$ cat src/rtl/core/gpio_expander_shadow_control_unit_assert.svh
// Assertion macros for the GPIO expander shadow control unit.
// Expects clk and rst_n in the scope of use.
`ifndef GPIO_EXPANDER_SHADOW_CONTROL_UNIT_ASSERT_SVH
`define GPIO_EXPANDER_SHADOW_CONTROL_UNIT_ASSERT_SVH

// cond holds at every edge out of reset
`define GXS_ASSERT_ALWAYS(label, cond) \
    label: assert property (@(posedge clk) disable iff (!rst_n) (cond)) \
        else $error("gpio expander shadow: invariant violated");

// same-cycle implication
`define GXS_ASSERT_IMPL(label, ante, cons) \
    label: assert property (@(posedge clk) disable iff (!rst_n) (ante) |-> (cons)) \
        else $error("gpio expander shadow: implication violated");

// next-cycle implication
`define GXS_ASSERT_NEXT(label, ante, cons) \
    label: assert property (@(posedge clk) disable iff (!rst_n) (ante) |=> (cons)) \
        else $error("gpio expander shadow: next-cycle check violated");

`endif

$ cat src/rtl/core/gxs_pkg.sv
// Shared types and constants for the GPIO expander shadow control unit.
// No dependencies.
`timescale 1ns / 1ps

package gxs_pkg;

    localparam int PIN_COUNT      = 16;
    localparam int CHECK_INTERVAL = 5;

    localparam logic [3:0] OP_TOGGLE_LAZY = 4'd0;
    localparam logic [3:0] OP_TOGGLE      = 4'd1;
    localparam logic [3:0] OP_SET_LAZY    = 4'd2;
    localparam logic [3:0] OP_SET         = 4'd3;
    localparam logic [3:0] OP_GET         = 4'd4;
    localparam logic [3:0] OP_INVERT      = 4'd5;
    localparam logic [3:0] OP_DIRECTION   = 4'd6;
    localparam logic [3:0] OP_FLUSH       = 4'd7;
    localparam logic [3:0] OP_VERIFY      = 4'd8;

    localparam logic [1:0] REG_IN  = 2'd0;
    localparam logic [1:0] REG_OUT = 2'd1;
    localparam logic [1:0] REG_POL = 2'd2;
    localparam logic [1:0] REG_DIR = 2'd3;

    localparam logic [2:0] CFG_IDX_SWAP = 3'd0;

    typedef struct packed {
        logic [3:0]  opcode;
        logic [3:0]  pin;
        logic        new_state;
        logic [15:0] live_input;
        logic        read_failed;
    } item_t;

    typedef struct packed {
        logic        value;
        logic        read_error;
        logic        write_request;
        logic [1:0]  write_register;
        logic [15:0] write_data;
    } result_t;

    typedef struct packed {
        logic [15:0] output_shadow;
        logic [15:0] polarity_shadow;
        logic [15:0] direction_shadow;
        logic        dirty_flag;
        logic [2:0]  check_counter;
        logic [31:0] match_count;
        logic [31:0] mismatch_count;
    } shadow_t;

endpackage

$ cat src/rtl/core/gxs_op_unit.sv
// Single-pass operation logic: next shadow state and result word for one item.
// Depends on gxs_pkg.
`timescale 1ns / 1ps

module gxs_op_unit
    import gxs_pkg::*;
(
    input  item_t   item,
    input  shadow_t cur,
    input  logic    swap_input_bytes,
    output shadow_t nxt,
    output result_t res
);

    logic [15:0] mask;
    logic        pin_ok;
    logic        cur_bit;
    logic        want_bit;
    logic [15:0] out_upd;
    logic        dirty_upd;
    logic [3:0]  cnt_inc;
    logic [15:0] cmp_word;

    always_comb
    begin
        mask      = 16'd1 << item.pin;
        pin_ok    = {1'b0, item.pin} < 5'(PIN_COUNT);
        cur_bit   = |(cur.output_shadow & mask);
        want_bit  = (item.opcode == OP_TOGGLE_LAZY || item.opcode == OP_TOGGLE)
                    ? ~cur_bit : item.new_state;
        out_upd   = want_bit ? (cur.output_shadow | mask) : (cur.output_shadow & ~mask);
        dirty_upd = cur.dirty_flag | (want_bit != cur_bit);
        cnt_inc   = {1'b0, cur.check_counter} + 4'd1;
        cmp_word  = swap_input_bytes ? {item.live_input[7:0], item.live_input[15:8]}
                                     : item.live_input;

        nxt = cur;
        res = '0;

        case (item.opcode) inside
            OP_TOGGLE_LAZY, OP_SET_LAZY:
            begin
                if (pin_ok)
                begin
                    nxt.output_shadow = out_upd;
                    nxt.dirty_flag    = dirty_upd;
                    res.value         = dirty_upd;
                end
            end
            OP_TOGGLE, OP_SET:
            begin
                if (pin_ok)
                begin
                    nxt.output_shadow = out_upd;
                    nxt.dirty_flag    = 1'b0;
                    if (dirty_upd)
                    begin
                        res.value          = 1'b1;
                        res.write_request  = 1'b1;
                        res.write_register = REG_OUT;
                        res.write_data     = out_upd;
                    end
                end
            end
            OP_GET:
            begin
                if (pin_ok)
                begin
                    if (|(cur.direction_shadow & mask))
                    begin
                        res.read_error = item.read_failed;
                        res.value      = ~item.read_failed & |(item.live_input & mask);
                    end
                    else
                    begin
                        res.value = cur_bit;
                    end
                end
            end
            OP_INVERT:
            begin
                if (pin_ok)
                begin
                    nxt.polarity_shadow = cur.polarity_shadow ^ mask;
                    res.write_request   = 1'b1;
                    res.write_register  = REG_POL;
                    res.write_data      = cur.polarity_shadow ^ mask;
                end
            end
            OP_DIRECTION:
            begin
                if (pin_ok)
                begin
                    nxt.direction_shadow = item.new_state ? (cur.direction_shadow | mask)
                                                          : (cur.direction_shadow & ~mask);
                    res.write_request    = 1'b1;
                    res.write_register   = REG_DIR;
                    res.write_data       = nxt.direction_shadow;
                end
            end
            OP_FLUSH:
            begin
                nxt.dirty_flag = 1'b0;
                if (cur.dirty_flag)
                begin
                    res.value          = 1'b1;
                    res.write_request  = 1'b1;
                    res.write_register = REG_OUT;
                    res.write_data     = cur.output_shadow;
                end
            end
            OP_VERIFY:
            begin
                // every CHECK_INTERVAL-th call only wraps the counter
                if (cnt_inc >= 4'(CHECK_INTERVAL))
                begin
                    nxt.check_counter = '0;
                end
                else
                begin
                    nxt.check_counter = cnt_inc[2:0];
                    if (cmp_word == cur.output_shadow)
                    begin
                        nxt.match_count = cur.match_count + 32'd1;
                    end
                    else
                    begin
                        nxt.mismatch_count = cur.mismatch_count + 32'd1;
                        res.value          = 1'b1;
                        res.write_request  = 1'b1;
                        res.write_register = REG_OUT;
                        res.write_data     = cur.output_shadow;
                    end
                end
            end
            default:
            begin
                nxt = cur;
                res = '0;
            end
        endcase
    end

endmodule

$ cat src/rtl/core/gpio_expander_shadow_control_unit.sv
// Shadow-register controller for a 16-pin GPIO expander: one operation word in, one result out,
// accepted at up to one word per clock. A word is captured in the input register, and once the
// result register is free or being read, the operation logic updates the shadow state as the
// result moves into the result register and m_tvalid rises. While a result waits on m_tready the
// input register holds one more word and s_tready then stays low until the result is taken.
// Depends on gxs_pkg, gxs_op_unit and gpio_expander_shadow_control_unit_assert.svh.
`timescale 1ns / 1ps

`include "gpio_expander_shadow_control_unit_assert.svh"

module gpio_expander_shadow_control_unit
    import gxs_pkg::*;
(
    input  logic        clk,
    input  logic        rst_n,

    input  logic        s_tvalid,
    output logic        s_tready,
    // [3:0] pin, [4] new_state, [20:5] live_input, [21] read_failed, [23:22] zero
    input  logic [23:0] s_tdata,
    // [3:0] opcode
    input  logic [3:0]  s_tuser,

    output logic        m_tvalid,
    input  logic        m_tready,
    // [0] value, [1] read_error, [2] write_request, [18:3] write_data, [23:19] zero
    output logic [23:0] m_tdata,
    // [1:0] write_register
    output logic [1:0]  m_tuser,

    input  logic        psel,
    input  logic        penable,
    input  logic        pwrite,
    input  logic [2:0]  paddr,
    input  logic [31:0] pwdata,
    output logic [31:0] prdata,
    output logic        pready
);

    logic    in_valid_reg;
    item_t   item_reg;
    logic    out_valid_reg;
    result_t res_reg;
    shadow_t shadow_reg;
    shadow_t shadow_next;
    result_t res_next;
    logic    swap_reg;
    logic    advance;
    logic    s_accept;
    logic    cfg_wr;

    assign advance  = in_valid_reg && (!out_valid_reg || m_tready);
    assign s_tready = !in_valid_reg || advance;
    assign s_accept = s_tvalid && s_tready;

    assign pready = 1'b1;
    assign cfg_wr = psel && penable && pwrite && (paddr[2] == CFG_IDX_SWAP[0]);
    assign prdata = (paddr[2] == CFG_IDX_SWAP[0]) ? {31'd0, swap_reg} : 32'd0;

    gxs_op_unit u_op (
        .item             (item_reg),
        .cur              (shadow_reg),
        .swap_input_bytes (swap_reg),
        .nxt              (shadow_next),
        .res              (res_next)
    );

    always_ff @(posedge clk or negedge rst_n)
    begin
        if (!rst_n)
        begin
            swap_reg <= 1'b1;
        end
        else if (cfg_wr)
        begin
            swap_reg <= pwdata[0];
        end
    end

    always_ff @(posedge clk or negedge rst_n)
    begin
        if (!rst_n)
        begin
            in_valid_reg <= 1'b0;
        end
        else if (s_tready)
        begin
            in_valid_reg <= s_tvalid;
        end
    end

    always_ff @(posedge clk)
    begin
        if (s_accept)
        begin
            item_reg.opcode      <= s_tuser;
            item_reg.pin         <= s_tdata[3:0];
            item_reg.new_state   <= s_tdata[4];
            item_reg.live_input  <= s_tdata[20:5];
            item_reg.read_failed <= s_tdata[21];
        end
    end

    always_ff @(posedge clk or negedge rst_n)
    begin
        if (!rst_n)
        begin
            shadow_reg    <= '0;
            out_valid_reg <= 1'b0;
        end
        else
        begin
            if (advance)
            begin
                shadow_reg <= shadow_next;
            end
            if (advance)
            begin
                out_valid_reg <= 1'b1;
            end
            else if (m_tready)
            begin
                out_valid_reg <= 1'b0;
            end
        end
    end

    always_ff @(posedge clk)
    begin
        if (advance)
        begin
            res_reg <= res_next;
        end
    end

    assign m_tvalid = out_valid_reg;
    assign m_tdata  = {5'd0, res_reg.write_data, res_reg.write_request,
                       res_reg.read_error, res_reg.value};
    assign m_tuser  = res_reg.write_register;

    `GXS_ASSERT_ALWAYS(a_check_counter_range,
        shadow_reg.check_counter < 3'(CHECK_INTERVAL))
    `GXS_ASSERT_IMPL(a_no_write_fields_idle,
        m_tvalid && !res_reg.write_request,
        res_reg.write_register == REG_IN && res_reg.write_data == 16'd0)
    `GXS_ASSERT_IMPL(a_read_error_clean,
        m_tvalid && res_reg.read_error,
        !res_reg.value && !res_reg.write_request)
    `GXS_ASSERT_NEXT(a_flush_clears_dirty,
        advance && (item_reg.opcode == OP_FLUSH || item_reg.opcode == OP_SET
                    || item_reg.opcode == OP_TOGGLE) && res_next.write_request,
        !shadow_reg.dirty_flag)

endmodule
$ cat config.mk
export PLATFORM = sky130hd
export DESIGN_NAME = gpio_expander_shadow_control_unit
export DESIGN_NICKNAME = d
export VERILOG_FILES = /design/src/rtl/core/gxs_pkg.sv /design/src/rtl/core/gxs_op_unit.sv /design/src/rtl/core/gpio_expander_shadow_control_unit.sv
export VERILOG_INCLUDE_DIRS = /design/src /design/src/rtl/core
export SDC_FILE = /design/constraint.sdc
export NUM_CORES = 1
export LEC_CHECK = 0
export BUFFER_PORTS_ARGS = -buffer_cell sky130_fd_sc_hd__buf_2
export CAP_MARGIN = 20
export CORE_MARGIN = 4
export CORE_UTILIZATION = 35
export CTS_CLUSTER_SIZE = 10
export DETAILED_ROUTE_END_ITERATION = 10
export GPL_TIMING_DRIVEN = 0
export HOLD_SLACK_MARGIN = 0.06
export SKIP_LAST_GASP = 1
export SLEW_MARGIN = 20
export SYNTH_ARGS = -nofsm -noshare
export SYNTH_HDL_FRONTEND = slang
export SYNTH_SLANG_ARGS = --single-unit
export TNS_END_PERCENT = 100
$ cat constraint.sdc
create_clock -name clk -period 3.1 [get_ports clk]
set_input_delay 0.62 -clock clk [delete_from_list [all_inputs] [get_ports clk]]
set_output_delay 0.62 -clock clk [all_outputs]
set_load 0.01 [all_outputs]
# [After elaboration in Yosys (flattened, before gate mapping)]
# Index checks and enable logic that the tools add are counted.
[op_classes] n_reduce_logical=25 addsub=1 magnitude_cmp=1 bitwise_logic=21 n_shift=1 eq_ne=13 n_mux=38
[op_table] cell="2-to-1 mux 19 bit" n=10
[op_table] cell="AND 16 bit" n=5
[op_table] cell="2-to-1 mux 16 bit" n=5
[op_table] cell="OR reduction 16 bit" n=3
[op_table] cell="bitwise OR 16 bit" n=2
[op_table] cell="2-to-1 mux 1 bit" n=22
[op_table] cell="== test 16 bit" n=1
[op_table] cell="== test 4 x 3 -> 1 bit (second input constant)" n=4
[op_table] cell="inverter 16 bit" n=1
[op_table] cell="left shift 1 x 4 -> 16 bit (first input constant)" n=1
[op_table] cell="bitwise XOR 16 bit" n=1
[op_table] cell="inverter 1 bit" n=10
[op_table] cell="AND reduction 5 bit" n=2
[op_table] cell="!= test 3 bit (second input constant)" n=3
[op_table] cell="== test 4 x 2 -> 1 bit (second input constant)" n=2
[op_table] cell="AND reduction 8 bit" n=1
[op_table] cell="AND reduction 6 bit" n=1
[op_table] cell="OR reduction 6 bit" n=1
[op_table] cell="logical AND 1 bit" n=5
[op_table] cell="adder 3 x 1 -> 4 bit (second input constant)" n=1
[op_table] cell="== test 4 x 1 -> 1 bit (second input constant)" n=1
[op_table] cell="== test 4 bit (second input constant)" n=1
[op_table] cell=">= comparator 4 x 3 -> 1 bit (second input constant)" n=1
[op_table] cell="zero test 4 bit" n=1
[op_table] cell="10 further kinds" n=15
[totals] output_inout_bits=61 in_bits=70 elab_cells=118 ff_bits=102

# [Logic depth before layout (Yosys ltp)]
# Gate-level depths: netlist (run 1).
[depth] depth_word=11 depth_mapped=10 ltp_nobuf=8

# [Cells and area by module]
# A second synthesis (run 1) with hierarchy kept.
[unflattened] hier_cells=972 area_unflattened_um2=10395.0
[modules_own_cells] module="gpio_expander_shadow_control_unit" cells_each=343 instances=1 seq_area_each_um2=4390.5 area_per_inst_um2=6257.3
[modules_own_cells] module="gxs_op_unit" cells_each=629 instances=1 seq_area_each_um2=0.0 area_per_inst_um2=4137.7

# [Worst setup path after synthesis (run 1)]
# No wires, ideal clock.
[synth_timing] kind="reg-to-reg" start="register swap_reg" end="register res_reg (netlist bit m_tdata[10]) (data pin)" path_slack_ns=0.798 path_stages_with_launch=10 setup_time_ns=0.262 period_less_slack_ns=2.302 t_required_ns=2.838 arrival_ns=2.040 n_path_buf=2 cell_sequence="dfstp_2 -> buf_2 -> mux2i_1 -> xnor2_1 -> nor4_1 -> nand4_1 -> o21ai_2 -> nand3_2 -> buf_6 -> o2bb2ai_1"
[synth_between] elab_chain_cells=10
[synth_rtl] element="start, declared" line="gpio_expander_shadow_control_unit.sv:47" rtl="logic swap_reg;"
[synth_rtl] element="start signal, assigned" line="gpio_expander_shadow_control_unit.sv:76" rtl="swap_reg <= pwdata[0];"
[synth_rtl] element="2-to-1 mux 16 bit" line="gxs_op_unit.sv:34" rtl="cmp_word = swap_input_bytes ? {item.live_input[7:0], item.live_input[15:8]}"
[synth_rtl] element="== test 16 bit" line="gxs_op_unit.sv:122" rtl="if (cmp_word == cur.output_shadow)"
[synth_rtl] element="2-to-1 mux 19 bit" line="gxs_op_unit.sv:122"
[synth_rtl] element="2-to-1 mux 19 bit" line="gxs_op_unit.sv:115" rtl="if (cnt_inc >= 4'(CHECK_INTERVAL))"
[synth_rtl] element="2-to-1 mux 19 bit (6 in a row)" line="gxs_op_unit.sv:40" rtl="case (item.opcode) inside"
[synth_rtl] element="end signal, assigned" line="gpio_expander_shadow_control_unit.sv:132" rtl="res_reg <= res_next;"
[synth_rtl] element="end, declared" line="gpio_expander_shadow_control_unit.sv:43" rtl="result_t res_reg;"
# No other way between the ends.
# A chain may end at the register's enable or synchronous reset.

# [Worst setup path after layout (run 1)]
# Ends and elaborated chain as after synthesis.

==> results of run 1 <==
-- layer usage --
| layer | wire length [microns] | global-route usage |
|---|---|---|
| met5 | 0 | 0 |
| met3 | 792 | 0.02307 |
| met1 | 7391 | 0.2218 |
| met2 | 7415 | 0.2659 |
| met4 | 410 | 0.06986 |
-- worst max-delay path, cell delays in order, from the launching register on --
cell and delay, ps:
dfstp_2 510, buf_2 250, mux2i_1 260, xnor2_1 100, nor4_2 410, nand4_1 160
o21ai_2 310, nand3_2 260, buf_6 240, o2bb2ai_1 170
-- how the worst max path moves through the flow --
stage | end | depth (start not counted)
detailed placement | m_tdata[15] | 9
global placement | m_tdata[10] | 9
CTS | m_tdata[15] | 9
floorplan | m_tdata[10] | 9
global route | m_tdata[10] | 9
finish | m_tdata[10] | 9
-- cell usage after synthesis, types with 2 or more instances --
library cell | instances | area [sq um]
nand4b_1 | 2 | 17.52
conb_1 | 2 | 7.510
o21ai_0 | 29 | 145.1
clkbuf_1 | 17 | 63.81
nor2_1 | 32 | 120.1
nand3_1 | 6 | 30.03
and2_1 | 6 | 37.54
nor4bb_1 | 11 | 110.1
nand2_1 | 65 | 244.0
o22ai_1 | 16 | 100.1
inv_1 | 7 | 26.28
xor2_1 | 15 | 131.4
a21oi_1 | 45 | 225.2
nor3_1 | 10 | 50.05
clkbuf_2 | 3 | 15.01
and3_1 | 2 | 12.51
nand3b_1 | 10 | 75.07
o2bb2ai_1 | 17 | 148.9
ha_1 | 3 | 37.54
o311ai_0 | 4 | 35.03
nor3b_1 | 3 | 22.52
mux4_2 | 2 | 45.04
edfxtp_1 | 47 | 1411
nand2b_1 | 9 | 56.30
nor3_2 | 4 | 40.04
o311ai_1 | 3 | 26.28
dfrtp_1 | 54 | 1351
mux2i_1 | 27 | 270.3
buf_6 | 3 | 33.78
buf_2 | 12 | 60.06
nor4b_1 | 2 | 17.52
buf_4 | 41 | 307.8
buf_1 | 3 | 11.26
xnor2_1 | 22 | 192.7
mux2_2 | 19 | 214.0
o211ai_1 | 6 | 45.04
nor2b_1 | 2 | 12.51
a31oi_1 | 19 | 118.9
nand4_1 | 3 | 18.77
-- layout make-up --
type	instances	share of cell area
inverter	7	0.003655
multi-input combinational	456	0.4179
timing repair buffer	58	0.04072
buffer	79	0.06840
sequential	102	0.3879
clock buffer	13	0.03620
clock inverter	3	0.006091
tap	225	0.03916
-- stage by stage --
stage | setup slack (ps) | instance area, sq um | power [mW] | utilization
after global routing | 13.04 | 7189 | 3.932 | 0.4157
after floorplan | 797.7 | 6304 | 2.320 | -
after global placement | 54.24 | 6875 | 2.576 | 0.3975
after CTS | 27.79 | 7182 | 3.765 | 0.4152
final | 149.4 | 7189 | 3.731 | 0.4157
after detailed placement | 47.81 | 6878 | 2.587 | 0.3976
-- power breakdown --
part / total [mW] / switching (mW) / internal [mW] / leakage (nW)
sequential: 1.74 / 0.160 / 1.58 / 1.19
clock: 1.16 / 0.492 / 0.671 / 0.150
combinational: 0.832 / 0.470 / 0.362 / 1.63
-- cells by family (layout without fill, tap and decap cells) --
logic type / count (synthesis) / in the layout / synth area share
AOI/OAI and AO/OA: 151 / 151 / 0.1571
xor gates and xnor gates: 38 / 38 / 0.05514
adders and majority gates: 3 / 3 / 0.006082
buffers and inverters: 86 / 160 / 0.08393
DFF: 102 / 102 / 0.4519
muxes: 49 / 49 / 0.08818
other: 2 / 37 / 0.001217
and+or+nand+nor: 178 / 178 / 0.1565
==> metrics, run 1 <==
Pleak=about 3.0 nW; maxcap violations=0; Hold Worst Slack=around 330 ps; period utilization=0.9518; Max Slew Vio Count=0; CTS tree=built; Die W=roughly 140 microns; Worst setup EP type=register; clock-pin slew on the worst setup and hold paths=70 ps; VDD IR max=around 270 uV; fmax=approximately 0.34 GHz; HP Class=primary input to asynchronous set/reset pin; final hold violations=0; worst-skew pair later-pin latency=360 ps; Iteration-0 DRC Markers=~350; Mapped Area=around 0.006 sq mm; R2R setup slack=roughly 150 ps; fillers=roughly 1700; I/O pin total=131; CP Class=register to register; total track usage=0.1645; first-pass GRT wire length=approximately 26 mm; Slew headroom=0.4106; Initial Util=0.3568; Post-DRT Antenna Nets=0; Mapped Avg Cell Area=10.13 sq um; status=completed; pwr dens=between 500 and 600 mW/mm^2; total CTS buffers=9; top_reg_cell synth=dfrtp_1; Arr. time, crit path=between 3000 and 4000 ps; post-CTS setup repair buffer count=0; largest fanout on the critical path=10; Critical Path Start Type=register; hpwl dp=~12 mm; Final setup viols=0; post-synthesis sequential area ratio=0.4519; Nets=just under 800; Bufs on Longest Clock Path=2; Crit Reg-Reg Startpoint=swap_reg; dpl cells=about 900; number of synthesized register bits=between 100 and 150; Syn. warnings=0; # rows=48; Min Clock Period, post-route=approximately 3000 ps; Vias/cell=~5; Ant. Diodes=0; Register-to-Register Path Depth=9; Worst Tran Pin Value=slightly below 900 ps; max reg flops=52; DRC violation count after routing=0; most common cell after layout, fill and taps aside=buf_2; Core Region=between 0.015 and 0.02 sq mm; async set or reset register ratio after synthesis=0.5392; largest net degree at the start of global routing=56; Multi-input gate area=about 0.0030 sq mm; CTS Hold Bufs=0; RSZ-0062 raised after global routing=false; Layout area overhead=16.48%; worst endpoint required time=around 3200 ps; Syn Inst Count=a little over 600; I/O Buffers=58; GRT Residual Overflow=0; number of global-route vias before repair=between 4000 and 5000; fin cells=between 900 and 1000; most frequent cells in the layout=buf_2 (69), nand2_1 (65), dfrtp_1 (54); library cells used by synthesis=65; initial antenna violation count=0; TritonRoute pass-1 iters=5; final setup skew=approximately 8 ps; Register Area=about 0.0028 sq mm; post-CTS sizing=0; H-tree depth=3; setup TNS=0 ps; CTS root buffer=clkbuf_16; Die ar.=0.01982 sq mm; wirelength, routed=roughly 16 mm; Reg-to-Reg End=m_tdata[10]; Routed WL per cell=~17 microns; Crit. Startpoint=swap_reg; Post-synth EDFFs=47; share of post-route cells with drive strength above 1=0.2409; vias=4783; Die Y=~140 microns; clock sinks=102; gpl congestion=between 0.9 and 1
(Power assumes the default switching activity.)
==> run 2: changes to the inputs <==
CORE_MARGIN = 1   (was 4)
==> run 2 against run 1 <==
Register-to-register slack improved by 50 ps. Non-clock buffer count unchanged. Setup slack improved by 54 ps. Critical path depth unchanged. Sequential power about the same. Die area decreased by 8.3%. Via count increased by 2.9%.
==> metrics, run 2 (synthesis results as in run 1) <==
status=completed; period utilization=0.9344; Arr. time, crit path=3000 ps; Bufs on Longest Clock Path=2; worst endpoint required time=3200 ps; VDD IR max=approximately 250 uV; Critical Path Start Type=register; final worst-path setup slack=roughly 200 ps; # rows=between 40 and 50; Die Y=134.8 microns; Slew headroom=0.3712; most frequent cells in the layout=buf_2 (69), nand2_1 (65), dfrtp_1 (54); Die ar.=about 0.018 sq mm; post-route cell area=around 0.0072 sq mm; Final setup viols=0; CTS tree=built; Worst setup EP type=register; Max Slew Vio Count=0; post-CTS sizing=0; Vias/cell=roughly 5.2; Initial Util=0.3581; post-CTS setup repair buffer count=0; DP Area=0.006879 sq mm; H-tree depth=3; max reg flops=52; initial antenna violation count=0; vias=4921; HP Class=primary input to asynchronous set/reset pin; switching power share of the total=0.3099; Crit. Startpoint=swap_reg; number of global-route vias before repair=~4700; Routed WL per cell=roughly 17 microns; clock-pin slew on the worst setup and hold paths=approximately 80 ps; pwr dens=511.2 mW/mm^2; Die W=roughly 130 microns; Post-DRT Antenna Nets=0; total track usage=0.1894; Pleak=2.970 nW; maxcap violations=0; worst-skew pair later-pin latency=approximately 360 ps; dpl ws=between 70 and 80 ps; CTS Hold Bufs=0; Ant. Diodes=0; Layout area overhead=16.30%; hpwl dp=between 10 and 15 mm; Worst Tran Pin Value=between 900 and 1000 ps; TritonRoute pass-1 iters=5; final hold violations=0; largest fanout on the critical path=10; CTS root buffer=clkbuf_16; Crit Reg-Reg Startpoint=swap_reg; Gate power share=0.228; Hold Worst Slack=318.4 ps; Iteration-0 DRC Markers=roughly 310; total CTS buffers=9; first-pass GRT wire length=25.85 mm; power share of the sequential group=0.472; DRC violation count after routing=0; Core Region=0.01724 sq mm; I/O Buffers=just under 60; setup TNS=0 ps; wirelength, routed=around 16 mm; GRT Residual Overflow=0; CP Class=register to register; clock sinks=approximately 100; Min Clock Period, post-route=approximately 2900 ps; gpl congestion=~0.90; largest net degree at the start of global routing=56; most common cell after layout, fill and taps aside=buf_2; final setup skew=16.37 ps; Nets=around 790; I/O pin total=~130; share of post-route cells with drive strength above 1=0.2423; Pint=roughly 2.5 mW; Sw Pwr=around 1.1 mW; fmax=0.3452 GHz; clock share of power=0.300
## run 2: worst paths after layout
| path | end | cells past startpoint | slack (ps) |
|---|---|---|---|
| worst min-delay path | shadow_reg[72] | 1 | 320 |
| worst min register to register | shadow_reg[96] | 1 | 490 |
| worst max-delay path | m_tdata[13] | 9 | 200 |
| max in group asynchronous | shadow_reg[86] | 1 | 2290 |
| worst max register to register | m_tdata[13] | 9 | 200 |
| min in group clk | item_reg[4] | 1 | 440 |
## run 2: layout make-up
type	instances	area [sq um]
Fill cell	1692	10060
Buffer	79	491.7
Multi-Input combinational cell	456	3012
Inverter	7	26.28
Clock inverter	4	28.78
Tap cell	225	281.5
Timing Repair Buffer	58	292.8
Sequential cell	102	2789
Clock buffer	12	256.5
## run 2: critical path: stages, from the launching register on
cell and delay (ps):
dfstp_2 510, buf_2 240, mux2i_1 250, xnor2_1 100
nor4_2 390, nand4_1 150, o21ai_2 380, nand3_4 240
buf_6 230, o2bb2ai_1 150
## run 2: stage by stage
stage,util,power [mW],std cells
2_1_floorplan,-,2.320,644
3_5_place_dp,0.3991,2.583,927
5_1_grt,0.4164,3.866,943
4_1_cts,0.4157,3.684,943
6_report,0.4164,3.669,943
3_3_place_gp,0.3989,2.569,927
## run 2: routing by layer
layer	global-route usage	vias up	wire, microns
li1	-	2357	-
met1	0.2528	2360	7105
met2	0.3030	181	7534
met3	0.02740	23	1075
met4	0.08926	0	416
met5	0	-	0
## run 2: power groups by stage
stage	logic [mW]	clock network, mW	registers, mW
6_report	0.837	1.10	1.73
5_1_grt	0.932	1.18	1.75
4_1_cts	0.830	1.12	1.73
3_5_place_dp	0.828	0	1.75
3_3_place_gp	0.815	0	1.75
2_1_floorplan	0.602	0	1.72
==> run 3: changes to the inputs <==
CORE_ASPECT_RATIO = 0.75   (was not set)
CORE_UTILIZATION = 54   (was 35)
PLACE_DENSITY = 0.79   (was not set)
==> run 3 against run 2 <==
The run now ends with design-rule violations left. Die area shrank 35%. Highest routed layer unchanged. Largest cell class unchanged. Via count increased by 4.5%. Critical path depth unchanged.
==> metrics, run 3 (synthesis results as in run 1) <==
CTS tree=built; most frequent cells in the layout=buf_2 (69), nand2_1 (65), dfrtp_1 (54); period utilization=0.9346; Worst Tran Pin Value=between 900 and 1000 ps; Post-DRT Antenna Nets=0; share of post-route cells with drive strength above 1=0.2409; total CTS buffers=9; Register-to-Register Path Depth=9; setup TNS=0 ps; HP Class=primary input to asynchronous set/reset pin; final worst-path setup slack=around 200 ps; post-CTS setup repair buffer count=0; worst endpoint required time=3190 ps; Slew headroom=0.3788; H-tree depth=3; post-CTS sizing=0; TritonRoute pass-1 iters=11; I/O Buffers=58; dpl ws=between 200 and 300 ps; status=finished with violations; Reg-to-Reg End=m_tdata[18]; Top Usage Layer GRT=met2; clock sinks=102; fmax=0.3452 GHz; CP Class=register to register; Vias/cell=between 5 and 6; Max Slew Vio Count=0; hpwl dp=between 10 and 15 mm; CP max-delay cell=dfstp_2; Nets=786; # rows=33; most common cell after layout, fill and taps aside=buf_2; dpl cells=between 800 and 900; Arr. time, crit path=2980 ps; Layout area overhead=15.00%; final hold violations=0; Crit Reg-Reg Startpoint=swap_reg; DRC violation count after routing=9; Routed WL per cell=19.14 microns; Die W=approximately 130 microns; Die Y=between 90 and 100 microns; RSZ-0062 raised after global routing=false; maxcap violations=0; Worst setup EP type=register; pwr dens=roughly 540 mW/mm^2; wirelength, routed=16.43 mm; Slowest Stage Delay on Critical Path=520 ps; VDD IR max=roughly 350 uV; Core Region=around 0.011 sq mm; Initial Util=0.5599; R2R setup slack=200 ps; clock-pin slew on the worst setup and hold paths=approximately 70 ps; cell chain of the critical path=buf_2 > mux2i_1 > xnor2_1 > nor4_1 > nand4_1 > o21ai_2 > nand3_2 > buf_6 > o2bb2ai_1; GRT Residual Overflow=0; Min Clock Period, post-route=between 2000 and 3000 ps; CTS root buffer=clkbuf_16; Critical Path Start Type=register; largest net degree at the start of global routing=56; Die ar.=around 0.012 sq mm; GR Layer Usage met3=0.06516; Iteration-0 DRC Markers=between 300 and 400; total track usage=0.2853; max reg flops=52; total design power=3.832 mW; worst-skew pair later-pin latency=about 350 ps; I/O pin total=around 130; grt met1 use=0.3880; first-pass GRT wire length=around 26 mm; failing checks=design-rule violations; gpl congestion=roughly 0.93; Ant. Diodes=0; vias=between 5000 and 6000; largest fanout on the critical path=10; fin cells=about 860; Final setup viols=0; final setup skew=approximately 13 ps; number of global-route vias before repair=roughly 4800; Pleak=between 2 and 3 nW; Bufs on Longest Clock Path=2; met2 usage=0.4412; CTS Hold Bufs=0; initial antenna violation count=0
run 3: critical path: cells and delay by family, from the launching register on:
family,cells,cell delay (ps)
compound gates,2,460
flops,1,520
xor+xnor,1,100
simple gates,3,840
mux,1,250
buf+inv,2,480
run 3: final cells by class:
type                            instances  area [sq um]
Timing Repair Buffer                   58         292.8
Buffer                                 79         491.7
Sequential cell                       102          2789
Multi-Input combinational cell        456          2998
Clock buffer                           11         242.7
Clock inverter                          5         82.58
Inverter                                7         26.28
Fill cell                             893          3926
Tap cell                              140         175.2
run 3: power by group:
part           leakage (nW)  switching [mW]  total (mW)  internal, mW
sequential             1.19           0.174        1.75          1.58
clock                 0.156           0.508        1.24         0.732
combinational          1.63           0.480       0.841         0.361
run 3: layer usage:
layer | vias up | wire, microns
met5 | - | 0
met4 | 0 | 381
met3 | 40 | 1355
met2 | 255 | 7352
met1 | 2492 | 7336
li1 | 2354 | -
run 3: worst max-delay path by stage:
| stage | startpoint | to | slack, ps |
|---|---|---|---|
| 6_report | swap_reg | m_tdata[18] | 200 |
| 4_1_cts | swap_reg | m_tdata[18] | 240 |
| 3_5_place_dp | swap_reg | m_tdata[9] | 270 |
| 3_3_place_gp | swap_reg | m_tdata[11] | 310 |
| 2_1_floorplan | swap_reg | m_tdata[10] | 800 |
| 5_1_grt | swap_reg | m_tdata[18] | 130 |
run 3: metrics by stage:
stage	hold WS (ps)	util	instance area, sq um
global placement	470.0	0.6140	6769
global route	398.9	0.6439	7098
finish	340.7	0.6439	7098
detailed placement	482.2	0.6142	6771
floorplan	324.4	-	6304
CTS	369.4	0.6437	7097
